--- config.mk ---
export PLATFORM = sky130hd
export DESIGN_NAME = keypad_debounce_autorepeat_scanner_top_flat
export DESIGN_NICKNAME = d
export VERILOG_FILES = /design/src/rtl/core/kdas_pkg.sv /design/src/rtl/core/kdas_if.sv /design/src/rtl/core/kdas_cfg.sv /design/src/rtl/core/kdas_core.sv /design/src/rtl/core/kdas_ser.sv /design/src/rtl/core/keypad_debounce_autorepeat_scanner_top.sv /design/src/flat_wrapper.sv
export SDC_FILE = /design/constraint.sdc
export NUM_CORES = 2
export LEC_CHECK = 0
export BUFFER_PORTS_ARGS = -buffer_cell sky130_fd_sc_hd__buf_2
export CAP_MARGIN = 10
export CORE_AREA = 3 3 330 332
export DETAILED_ROUTE_END_ITERATION = 6
export DIE_AREA = 0 0 333 335
export GPL_ROUTABILITY_DRIVEN = 0
export HOLD_SLACK_MARGIN = 0.06
export PLACE_DENSITY_LB_ADDON = 0.05
export SLEW_MARGIN = 30
export SYNTH_ARGS = -nofsm -noshare
export SYNTH_HDL_FRONTEND = slang
export SYNTH_HIERARCHICAL = 1
export SYNTH_SLANG_ARGS = --single-unit
--- constraint.sdc ---
create_clock -name clk_i -period 4 [get_ports clk_i]
set_input_delay 0.8 -clock clk_i [delete_from_list [all_inputs] [get_ports clk_i]]
set_output_delay 0.8 -clock clk_i [all_outputs]
set_load 0.01 [all_outputs]
--- src/rtl/core/kdas_pkg.sv ---
// kdas_pkg: shared types and constants for the keypad scanner
// no dependencies
package kdas_pkg;

  localparam int unsigned KeyCount    = 9;
  localparam int unsigned DebounceMax = 16;
  localparam int unsigned CfgIdxW     = 4;
  localparam int unsigned CfgDataW    = 16;

  typedef enum logic [CfgIdxW-1:0] {
    CfgPressStep         = 4'd0,
    CfgReleaseStep       = 4'd1,
    CfgUpperPressLevel   = 4'd2,
    CfgUpperReleaseLevel = 4'd3,
    CfgLowerPressLevel   = 4'd4,
    CfgLowerReleaseLevel = 4'd5,
    CfgRepeatDelay       = 4'd6,
    CfgRepeatPeriod      = 4'd7
  } cfg_idx_e;

  typedef struct packed {
    logic [7:0]  press_step;
    logic [7:0]  release_step;
    logic [11:0] upper_press_level;
    logic [11:0] upper_release_level;
    logic [11:0] lower_press_level;
    logic [11:0] lower_release_level;
    logic [15:0] repeat_delay;
    logic [15:0] repeat_period;
  } cfg_t;

  typedef struct packed {
    logic [4:0]  raw_buttons;
    logic [11:0] axis_x;
    logic [11:0] axis_y;
  } scan_t;

  typedef struct packed {
    logic [KeyCount-1:0] mask;
    logic [KeyCount-1:0] held;
  } press_t;

  localparam logic [6:0] KeyAscii [KeyCount] = '{
    7'h31, 7'h32, 7'h41, 7'h42, 7'h53, 7'h52, 7'h4C, 7'h55, 7'h44
  };

endpackage

--- src/rtl/core/kdas_if.sv ---
// kdas_if: handshake channel interfaces for scan items, key codes and config
// depends on kdas_pkg
interface kdas_in_if;
  logic        valid;
  logic        ready;
  logic [4:0]  raw_buttons;
  logic [11:0] axis_x;
  logic [11:0] axis_y;
  modport source (output valid, raw_buttons, axis_x, axis_y, input ready);
  modport sink (input valid, raw_buttons, axis_x, axis_y, output ready);
endinterface

interface kdas_out_if;
  logic       valid;
  logic       ready;
  logic [6:0] key_code;
  logic [8:0] held_keys;
  logic       last_code;
  modport source (output valid, key_code, held_keys, last_code, input ready);
  modport sink (input valid, key_code, held_keys, last_code, output ready);
endinterface

interface kdas_cfg_if;
  logic                          valid;
  logic                          ready;
  logic [kdas_pkg::CfgIdxW-1:0]  index;
  logic [kdas_pkg::CfgDataW-1:0] data;
  modport source (output valid, index, data, input ready);
  modport sink (input valid, index, data, output ready);
endinterface

--- src/rtl/core/kdas_cfg.sv ---
// kdas_cfg: configuration register file with write decode
// depends on kdas_pkg and kdas_cfg_if
module kdas_cfg (
  input  logic            clk_i,
  input  logic            rst_ni,
  kdas_cfg_if.sink        cfg_i,
  output kdas_pkg::cfg_t  cfg_o
);

  kdas_pkg::cfg_t cfg_q, cfg_d;

  assign cfg_i.ready = 1'b1;
  assign cfg_o       = cfg_q;

  always_comb begin
    cfg_d = cfg_q;
    if (cfg_i.valid) begin
      unique case (cfg_i.index)
        kdas_pkg::CfgPressStep:         cfg_d.press_step          = cfg_i.data[7:0];
        kdas_pkg::CfgReleaseStep:       cfg_d.release_step        = cfg_i.data[7:0];
        kdas_pkg::CfgUpperPressLevel:   cfg_d.upper_press_level   = cfg_i.data[11:0];
        kdas_pkg::CfgUpperReleaseLevel: cfg_d.upper_release_level = cfg_i.data[11:0];
        kdas_pkg::CfgLowerPressLevel:   cfg_d.lower_press_level   = cfg_i.data[11:0];
        kdas_pkg::CfgLowerReleaseLevel: cfg_d.lower_release_level = cfg_i.data[11:0];
        kdas_pkg::CfgRepeatDelay:       cfg_d.repeat_delay        = cfg_i.data[15:0];
        kdas_pkg::CfgRepeatPeriod:      cfg_d.repeat_period       = cfg_i.data[15:0];
        default: ;
      endcase
    end
  end

  always_ff @(posedge clk_i or negedge rst_ni) begin
    if (!rst_ni) begin
      cfg_q.press_step          <= 8'd1;
      cfg_q.release_step        <= 8'd1;
      cfg_q.upper_press_level   <= 12'd3000;
      cfg_q.upper_release_level <= 12'd2600;
      cfg_q.lower_press_level   <= 12'd1000;
      cfg_q.lower_release_level <= 12'd1400;
      cfg_q.repeat_delay        <= 16'd100;
      cfg_q.repeat_period       <= 16'd10;
    end else begin
      cfg_q <= cfg_d;
    end
  end

endmodule

--- src/rtl/core/kdas_core.sv ---
// kdas_core: debounce counters, joystick hysteresis and autorepeat state
// one scan item is folded into the state per step; depends on kdas_pkg
module kdas_core #(
  parameter int unsigned RawButtons = 5,
  parameter int unsigned HoldBits   = 16
) (
  input  logic             clk_i,
  input  logic             rst_ni,
  input  logic             step_i,
  input  kdas_pkg::scan_t  scan_i,
  input  kdas_pkg::cfg_t   cfg_i,
  output kdas_pkg::press_t press_o
);

  localparam int unsigned Keys = kdas_pkg::KeyCount;
  localparam int unsigned CmpW = (HoldBits > 16) ? HoldBits : 16;
  localparam logic [8:0]  DebMax = 9'(kdas_pkg::DebounceMax);

  logic [7:0]          level_q [RawButtons];
  logic [7:0]          level_d [RawButtons];
  logic [Keys-1:0]     held_q, held_d;
  logic [HoldBits-1:0] hold_q [Keys];
  logic [HoldBits-1:0] hold_d [Keys];
  logic [15:0]         phase_q [Keys];
  logic [15:0]         phase_d [Keys];
  logic [Keys-1:0]     mask;
  logic [15:0]         period;

  assign period = (cfg_i.repeat_period == 16'd0) ? 16'd1 : cfg_i.repeat_period;

  always_comb begin
    logic [8:0]  lv;
    logic [16:0] ph1;
    lv     = '0;
    ph1    = '0;
    held_d = held_q;
    for (int i = 0; i < RawButtons; i++) begin
      level_d[i] = level_q[i];
      if (scan_i.raw_buttons[i]) begin
        lv = {1'b0, level_q[i]} + {1'b0, cfg_i.press_step};
        if (lv >= DebMax) begin
          level_d[i] = DebMax[7:0];
          held_d[i]  = 1'b1;
        end else begin
          level_d[i] = lv[7:0];
        end
      end else if (cfg_i.release_step >= level_q[i]) begin
        level_d[i] = 8'd0;
        held_d[i]  = 1'b0;
      end else begin
        level_d[i] = level_q[i] - cfg_i.release_step;
      end
    end
    // x axis: right then left, y axis: up then down
    if (scan_i.axis_x > cfg_i.upper_press_level)   held_d[5] = 1'b1;
    if (scan_i.axis_x < cfg_i.upper_release_level) held_d[5] = 1'b0;
    if (scan_i.axis_x < cfg_i.lower_press_level)   held_d[6] = 1'b1;
    if (scan_i.axis_x > cfg_i.lower_release_level) held_d[6] = 1'b0;
    if (scan_i.axis_y > cfg_i.upper_press_level)   held_d[7] = 1'b1;
    if (scan_i.axis_y < cfg_i.upper_release_level) held_d[7] = 1'b0;
    if (scan_i.axis_y < cfg_i.lower_press_level)   held_d[8] = 1'b1;
    if (scan_i.axis_y > cfg_i.lower_release_level) held_d[8] = 1'b0;

    mask = ~held_q & held_d;
    for (int k = 0; k < Keys; k++) begin
      hold_d[k]  = hold_q[k];
      phase_d[k] = phase_q[k];
      if (held_d[k]) begin
        if (hold_q[k] != {HoldBits{1'b1}}) hold_d[k] = hold_q[k] + 1'b1;
        if (CmpW'(hold_d[k]) >= CmpW'(cfg_i.repeat_delay)) begin
          if (phase_q[k] == 16'd0) mask[k] = 1'b1;
          ph1 = {1'b0, phase_q[k]} + 17'd1;
          phase_d[k] = (ph1 >= {1'b0, period}) ? 16'd0 : ph1[15:0];
        end else begin
          phase_d[k] = 16'd0;
        end
      end else begin
        hold_d[k]  = '0;
        phase_d[k] = 16'd0;
      end
    end
  end

  assign press_o.mask = mask;
  assign press_o.held = held_d;

  always_ff @(posedge clk_i or negedge rst_ni) begin
    if (!rst_ni) begin
      held_q <= '0;
      for (int i = 0; i < RawButtons; i++) level_q[i] <= 8'd0;
      for (int k = 0; k < Keys; k++) begin
        hold_q[k]  <= '0;
        phase_q[k] <= 16'd0;
      end
    end else if (step_i) begin
      held_q <= held_d;
      for (int i = 0; i < RawButtons; i++) level_q[i] <= level_d[i];
      for (int k = 0; k < Keys; k++) begin
        hold_q[k]  <= hold_d[k];
        phase_q[k] <= phase_d[k];
      end
    end
  end

endmodule

--- src/rtl/core/kdas_ser.sv ---
// kdas_ser: holds one tick's press mask and emits one key code per cycle while out_o is
// ready, lowest key first; depends on kdas_pkg and kdas_out_if
module kdas_ser (
  input  logic             clk_i,
  input  logic             rst_ni,
  input  logic             load_i,
  input  kdas_pkg::press_t press_i,
  output logic             free_o,
  kdas_out_if.source       out_o
);

  localparam int unsigned Keys = kdas_pkg::KeyCount;

  logic [Keys-1:0] mask_q, mask_d;
  logic [Keys-1:0] held_q;
  logic [Keys-1:0] low, rest;
  logic [3:0]      sel;
  logic            pop, out_free;
  logic            ovalid_q, ovalid_d;
  logic [6:0]      code_q;
  logic [8:0]      okeys_q;
  logic            last_q;

  assign low      = mask_q & (~mask_q + 1'b1);
  assign rest     = mask_q & ~low;
  assign out_free = !ovalid_q || out_o.ready;
  assign pop      = out_free && (mask_q != '0);
  assign free_o   = (mask_q == '0) || (pop && (rest == '0));

  always_comb begin
    sel = 4'd0;
    for (int k = Keys - 1; k >= 0; k--) begin
      if (mask_q[k]) sel = 4'(k);
    end
  end

  always_comb begin
    mask_d = mask_q;
    if (load_i) begin
      mask_d = press_i.mask;
    end else if (pop) begin
      mask_d = rest;
    end
    ovalid_d = ovalid_q;
    if (pop) begin
      ovalid_d = 1'b1;
    end else if (out_o.ready) begin
      ovalid_d = 1'b0;
    end
  end

  always_ff @(posedge clk_i or negedge rst_ni) begin
    if (!rst_ni) begin
      mask_q   <= '0;
      ovalid_q <= 1'b0;
    end else begin
      mask_q   <= mask_d;
      ovalid_q <= ovalid_d;
    end
  end

  always_ff @(posedge clk_i) begin
    if (load_i) held_q <= press_i.held;
    if (pop) begin
      code_q  <= kdas_pkg::KeyAscii[sel];
      okeys_q <= held_q;
      last_q  <= (rest == '0);
    end
  end

  assign out_o.valid     = ovalid_q;
  assign out_o.key_code  = code_q;
  assign out_o.held_keys = okeys_q;
  assign out_o.last_code = last_q;

endmodule

--- src/rtl/core/keypad_debounce_autorepeat_scanner_top.sv ---
// keypad scanner top: input register, state update, key code serializer
// throughput: one scan item per cycle; an item's presses hold the queue until emitted
// the serializer, one key code per cycle while out_o is ready, sets the rate
// reset: asynchronous active low, clears all counters, key state and config to defaults
// depends on kdas_pkg, kdas_if, kdas_cfg, kdas_core, kdas_ser
module keypad_debounce_autorepeat_scanner_top #(
  parameter int unsigned RawButtons = 5,
  parameter int unsigned HoldBits   = 16
) (
  input  logic       clk_i,
  input  logic       rst_ni,
  kdas_in_if.sink    in_i,
  kdas_out_if.source out_o,
  kdas_cfg_if.sink   cfg_i
);

  kdas_pkg::cfg_t   cfg;
  kdas_pkg::scan_t  scan_q;
  kdas_pkg::press_t press;
  logic             in_valid_q, in_valid_d;
  logic             load, free;

  assign load       = in_valid_q && free;
  assign in_i.ready = !in_valid_q || load;

  always_comb begin
    in_valid_d = in_valid_q;
    if (in_i.valid && in_i.ready) begin
      in_valid_d = 1'b1;
    end else if (load) begin
      in_valid_d = 1'b0;
    end
  end

  always_ff @(posedge clk_i or negedge rst_ni) begin
    if (!rst_ni) begin
      in_valid_q <= 1'b0;
    end else begin
      in_valid_q <= in_valid_d;
    end
  end

  always_ff @(posedge clk_i) begin
    if (in_i.valid && in_i.ready) begin
      scan_q.raw_buttons <= in_i.raw_buttons;
      scan_q.axis_x      <= in_i.axis_x;
      scan_q.axis_y      <= in_i.axis_y;
    end
  end

  kdas_cfg u_cfg (
    .clk_i  (clk_i),
    .rst_ni (rst_ni),
    .cfg_i  (cfg_i),
    .cfg_o  (cfg)
  );

  kdas_core #(
    .RawButtons (RawButtons),
    .HoldBits   (HoldBits)
  ) u_core (
    .clk_i   (clk_i),
    .rst_ni  (rst_ni),
    .step_i  (load),
    .scan_i  (scan_q),
    .cfg_i   (cfg),
    .press_o (press)
  );

  kdas_ser u_ser (
    .clk_i   (clk_i),
    .rst_ni  (rst_ni),
    .load_i  (load),
    .press_i (press),
    .free_o  (free),
    .out_o   (out_o)
  );

endmodule

--- src/flat_wrapper.sv ---
// flat-port wrapper written by rule: the top's interface ports become plain ports
module keypad_debounce_autorepeat_scanner_top_flat 
#(
  parameter int unsigned RawButtons = 5,
  parameter int unsigned HoldBits   = 16
)
  (clk_i, rst_ni, in_i_valid, in_i_raw_buttons, in_i_axis_x, in_i_axis_y, in_i_ready, out_o_valid, out_o_key_code, out_o_held_keys, out_o_last_code, out_o_ready, cfg_i_valid, cfg_i_index, cfg_i_data, cfg_i_ready);
  kdas_in_if in_i_i ();
  kdas_out_if out_o_i ();
  kdas_cfg_if cfg_i_i ();
  input  logic clk_i;
  input  logic rst_ni;
  input wire logic [$bits(in_i_i.valid)-1:0] in_i_valid;
  input wire logic [$bits(in_i_i.raw_buttons)-1:0] in_i_raw_buttons;
  input wire logic [$bits(in_i_i.axis_x)-1:0] in_i_axis_x;
  input wire logic [$bits(in_i_i.axis_y)-1:0] in_i_axis_y;
  output wire logic [$bits(in_i_i.ready)-1:0] in_i_ready;
  output wire logic [$bits(out_o_i.valid)-1:0] out_o_valid;
  output wire logic [$bits(out_o_i.key_code)-1:0] out_o_key_code;
  output wire logic [$bits(out_o_i.held_keys)-1:0] out_o_held_keys;
  output wire logic [$bits(out_o_i.last_code)-1:0] out_o_last_code;
  input wire logic [$bits(out_o_i.ready)-1:0] out_o_ready;
  input wire logic [$bits(cfg_i_i.valid)-1:0] cfg_i_valid;
  input wire logic [$bits(cfg_i_i.index)-1:0] cfg_i_index;
  input wire logic [$bits(cfg_i_i.data)-1:0] cfg_i_data;
  output wire logic [$bits(cfg_i_i.ready)-1:0] cfg_i_ready;
  assign in_i_i.valid = in_i_valid;
  assign in_i_i.raw_buttons = in_i_raw_buttons;
  assign in_i_i.axis_x = in_i_axis_x;
  assign in_i_i.axis_y = in_i_axis_y;
  assign in_i_ready = in_i_i.ready;
  assign out_o_valid = out_o_i.valid;
  assign out_o_key_code = out_o_i.key_code;
  assign out_o_held_keys = out_o_i.held_keys;
  assign out_o_last_code = out_o_i.last_code;
  assign out_o_i.ready = out_o_ready;
  assign cfg_i_i.valid = cfg_i_valid;
  assign cfg_i_i.index = cfg_i_index;
  assign cfg_i_i.data = cfg_i_data;
  assign cfg_i_ready = cfg_i_i.ready;
  keypad_debounce_autorepeat_scanner_top #(.RawButtons(RawButtons), .HoldBits(HoldBits)) u_core (.clk_i(clk_i), .rst_ni(rst_ni), .in_i(in_i_i), .out_o(out_o_i), .cfg_i(cfg_i_i));
endmodule
==> results.py <==
metrics = {
    "status": {
        "status": "finished clean",
    },
    "clock_tree": {
        "tritoncts": "done",
        "cts.sinks": 499,
        "clk_latency_ns": 0.65,
        "htree_levels": 3,
        "cts-root-buf": "clkbuf_16",
        "cts.path.max_buffers": 3,
        "clk_pin_slew_ns": 0.06,
        "numCtsBuffers": 70,
    },
    "timing": {
        "finalCritPeriodShare": 0.950,
        "worst_pin_slew_ns": 0.964,
        "fin_hold_ws_ns": 0.143,
        "hold_viol_final": 0,
        "skew_ns": 0.0307,
        "setup_tns_ns": 0,
        "setup_violations": 0,
        "finalCriticalPeriod_ns": 3.80,
        "maxSlewHeadroom": 0.357,
        "drv_slew": 0,
        "timing.fmax_mhz": 263,
    },
    "place": {
        "dpl_cell_area_um2": 40300,
        "dpl.cell_count": 5480,
        "dpl.hpwl_um": 87800,
        "portBuffers": 72,
    },
    "logic_synthesis": {
        "async_flop_share": 0.890,
        "synth_area_leader_cell": "dfrtp_1",
        "yosysWarnings": 6,
        "yosys-top-cells-area": "dfrtp_1 (28%), ha_1 (17%), edfxtp_1 (4.5%)",
        "synth_enable_flop_cells": 55,
        "synth_sequential_area_ratio": 0.346,
        "synth-main-ff-cell": "dfrtp_1",
        "synth_area_um2": 37000,
        "ys_ff_latch": 499,
        "synth.net_count": 4477,
        "avgSynthCellArea_um2": 9.43,
        "synth_top_area_frac": 0.280,
        "synthDistinctLibCells": 104,
        "synthCells": 3925,
    },
    "setup_path": {
        "path_buf_inv": 1,
        "path_max_fanout": 5,
        "cp_slowest_cell": "a221o_2",
        "arrival_ns": 4.31,
        "worstSetupStartpoint": "u_core/u_core/hold_q[0]",
        "startpoint_type": "flop",
        "cp_top_family": "simple AND/OR/NAND/NOR gates",
        "path_cells": "ha_2, nand4_1, nor4_4, and3_4, nor2_1, and3_1, xor2_1, ha_1, and4_4, a221oi_2, nand4_1, a221o_2, nand4_4, buf_6, o21ai_0, a22o_1",
        "cp_slowest_stage_delay_ns": 0.49,
        "worstSetupEndpointType": "flop",
        "r2r-start": "u_core/u_core/hold_q[0]",
        "critPathRequiredTime_ns": 4.51,
        "crit_type": "flop to flop",
        "crit_path_frequent_cell": "nand4_1",
    },
    "floorplan": {
        "die_y_um": 335,
        "rows": 120,
        "initial_core_util": 0.347,
        "io_pins": 74,
        "core_um2": 107000,
        "die-width_um": 333,
        "die-area_um2": 112000,
    },
    "final_layout": {
        "drive_gt1_frac": 0.157,
        "final_cell_area_um2": 43100,
        "fill_cells": 10729,
        "nets": 4712,
        "stdcell_count": 5620,
        "multi_input_area_um2": 23100,
        "area_growth_pct": 16.4,
        "ff_latch_area_um2": 12800,
    },
    "detailed_routing": {
        "wl_per_cell_um": 21.3,
        "drt-pass1-iter-count": 5,
        "routed_wl_um": 120000,
        "vias_per_cell": 5.38,
        "ant_nets": 0,
        "drcViolationCount": 0,
        "drt_iter0_markers": 1952,
        "vias": 30263,
    },
    "global_route": {
        "grt_pass1_vias": 29853,
        "grt_usage": 0.213,
        "grt_max_degree": 77,
        "grt-ovfl-total": 0,
        "grt_pass1_wl_um": 185000,
        "antenna_found_initial": 4,
    },
    "pwr": {
        "power_w": 0.0256,
        "ir_worst_vdd_mv": 0.465,
        "p_leak_nw": 20.0,
        "p_per_area_nw_per_um2": 595,
    },
    "hold_path": {
        "worstHoldPathType": "input pin to async pin",
    },
    "run": {
        "cap_violations": 0,
    },
}
[placed cells by master, fill, tap and decap left out, drive strengths merged, types with 10 or more instances in the layout]
master	n
a211oi	27
a21o	99
a21oi	209
a221oi	25
a22o	67
a31oi	25
a32o	24
and2	26
and3	77
and4	29
buf	294
clkbuf	101
clkinv	15
dfrtp	414
dfstp	30
edfxtp	55
fa	10
ha	488
inv	202
mux2	106
mux2i	12
nand2	361
nand2b	42
nand3	170
nand4	88
nor2	226
nor2b	47
nor3	58
nor3b	20
nor4	65
o211ai	12
o21a	26
o21ai	240
o22ai	12
o2bb2ai	83
o31ai	39
or2	15
or3	17
xnor2	144
xor2	103
[stage by stage]
step | setup WS, ns | utilization
after global placement | 0.0552 | 0.378
after global routing | -0.0128 | 0.404
final | 0.200 | 0.404
after detailed placement | 0.0398 | 0.378
after floorplan | 0.275 | -
after CTS | 0.00368 | 0.401
[cell usage after synthesis (30+ instances only)]
library cell	number
clkbuf_1	87
nand2b_1	40
xnor2_1	144
nor2_1	221
inv_1	196
a21o_1	99
o31ai_1	36
nand2_1	358
nand3_1	167
ha_1	488
dfstp_2	30
nand4_1	85
nor2b_1	47
a22o_1	67
xor2_1	103
dfrtp_1	414
a21oi_1	207
edfxtp_1	55
nor3_1	56
o21ai_0	226
o2bb2ai_1	83
and3_1	75
mux2_2	106
nor4_1	61
[cell type report]
type / instances / area share
multi-input cells: 3094 / 0.537
inverters: 201 / 0.0177
well taps: 1403 / 0.0408
diodes: 1 / 0.0000581
clock buffers: 101 / 0.0471
flip-flops and latches: 499 / 0.297
repair buffers: 294 / 0.0509
clock inverters: 27 / 0.00892
[timing repair]
action | CTS | global route
hold buffers | 0 | 0
gates resized for setup | 0 | 61
endpoints found under the setup margin | 0 | 94
hold endpoints to repair | 0 | 0
buffers inserted | 0 | 10
[registers in the layout (all words and copies together) (netlist names)]
name,flops
u_core/u_core/hold_q,144
u_core/u_core/phase_q,144
u_core/u_cfg/cfg_o,96
u_core/u_core/level_q,40
u_core/scan_q,29
u_core/u_core/held_q,9
u_core/u_ser/held_q,9
u_core/u_ser/mask_q,9
u_core/u_ser/out_o.held_keys,9
u_core/u_ser/out_o.key_code,7
u_core/in_valid_q,1
u_core/u_ser/out_o.last_code,1
u_core/u_ser/out_o.valid,1
[kinds of logic (layout without fill, tap and decap cells)]
| logic type | Yosys count | after routing | share of synthesized area |
|---|---|---|---|
| buffers and inverters | 332 | 623 | 0.0362 |
| DFF | 499 | 499 | 0.346 |
| other | 1 | 2 | 0.000101 |
| and+or+nand+nor | 1257 | 1257 | 0.174 |
| xor gates and xnor gates | 247 | 247 | 0.0585 |
| muxes | 118 | 118 | 0.0355 |
| AOI/OAI and AO/OA | 973 | 973 | 0.179 |
| adders and majority gates | 498 | 498 | 0.170 |
[path summary, 6_finish.rpt]
kind,end,slack [ns],cells past startpoint
max in group asynchronous,u_core/u_cfg/cfg_o[76],2.83,2
hold / removal,u_core/u_core/level_q[15],0.14,1
hold reg to reg,u_core/u_ser/out_o.held_keys[0],0.42,0
min in group clk_i,u_core/scan_q[11],0.32,1
setup reg to reg,u_core/u_core/phase_q[2],0.20,16
setup / recovery,u_core/u_core/phase_q[2],0.20,16
[power breakdown]
group,switching (W),internal (W),total [W]
Combinational,0.00771,0.00420,0.0119
Sequential,0.000924,0.00618,0.00711
Clock,0.00259,0.00400,0.00659
[routing by layer]
layer  part of all wire  global-route usage
met5                  0                   0
met4              0.022              0.0504
met3              0.039              0.0327
met2               0.44               0.335
met1               0.50               0.307
[worst register-to-register path, delay by kind of cell (launching register included)]
kind / cells / cell delay [ns]
buffers and inverters: 1 / 0.14
adder cells (fa/ha/maj): 2 / 0.49
AO/OA/AOI/OAI: 4 / 0.96
XOR/XNOR: 1 / 0.15
AND/OR/NAND/NOR: 8 / 1.55
flip-flops: 1 / 0.39
Note: power is estimated with default switching activity, not from simulation.
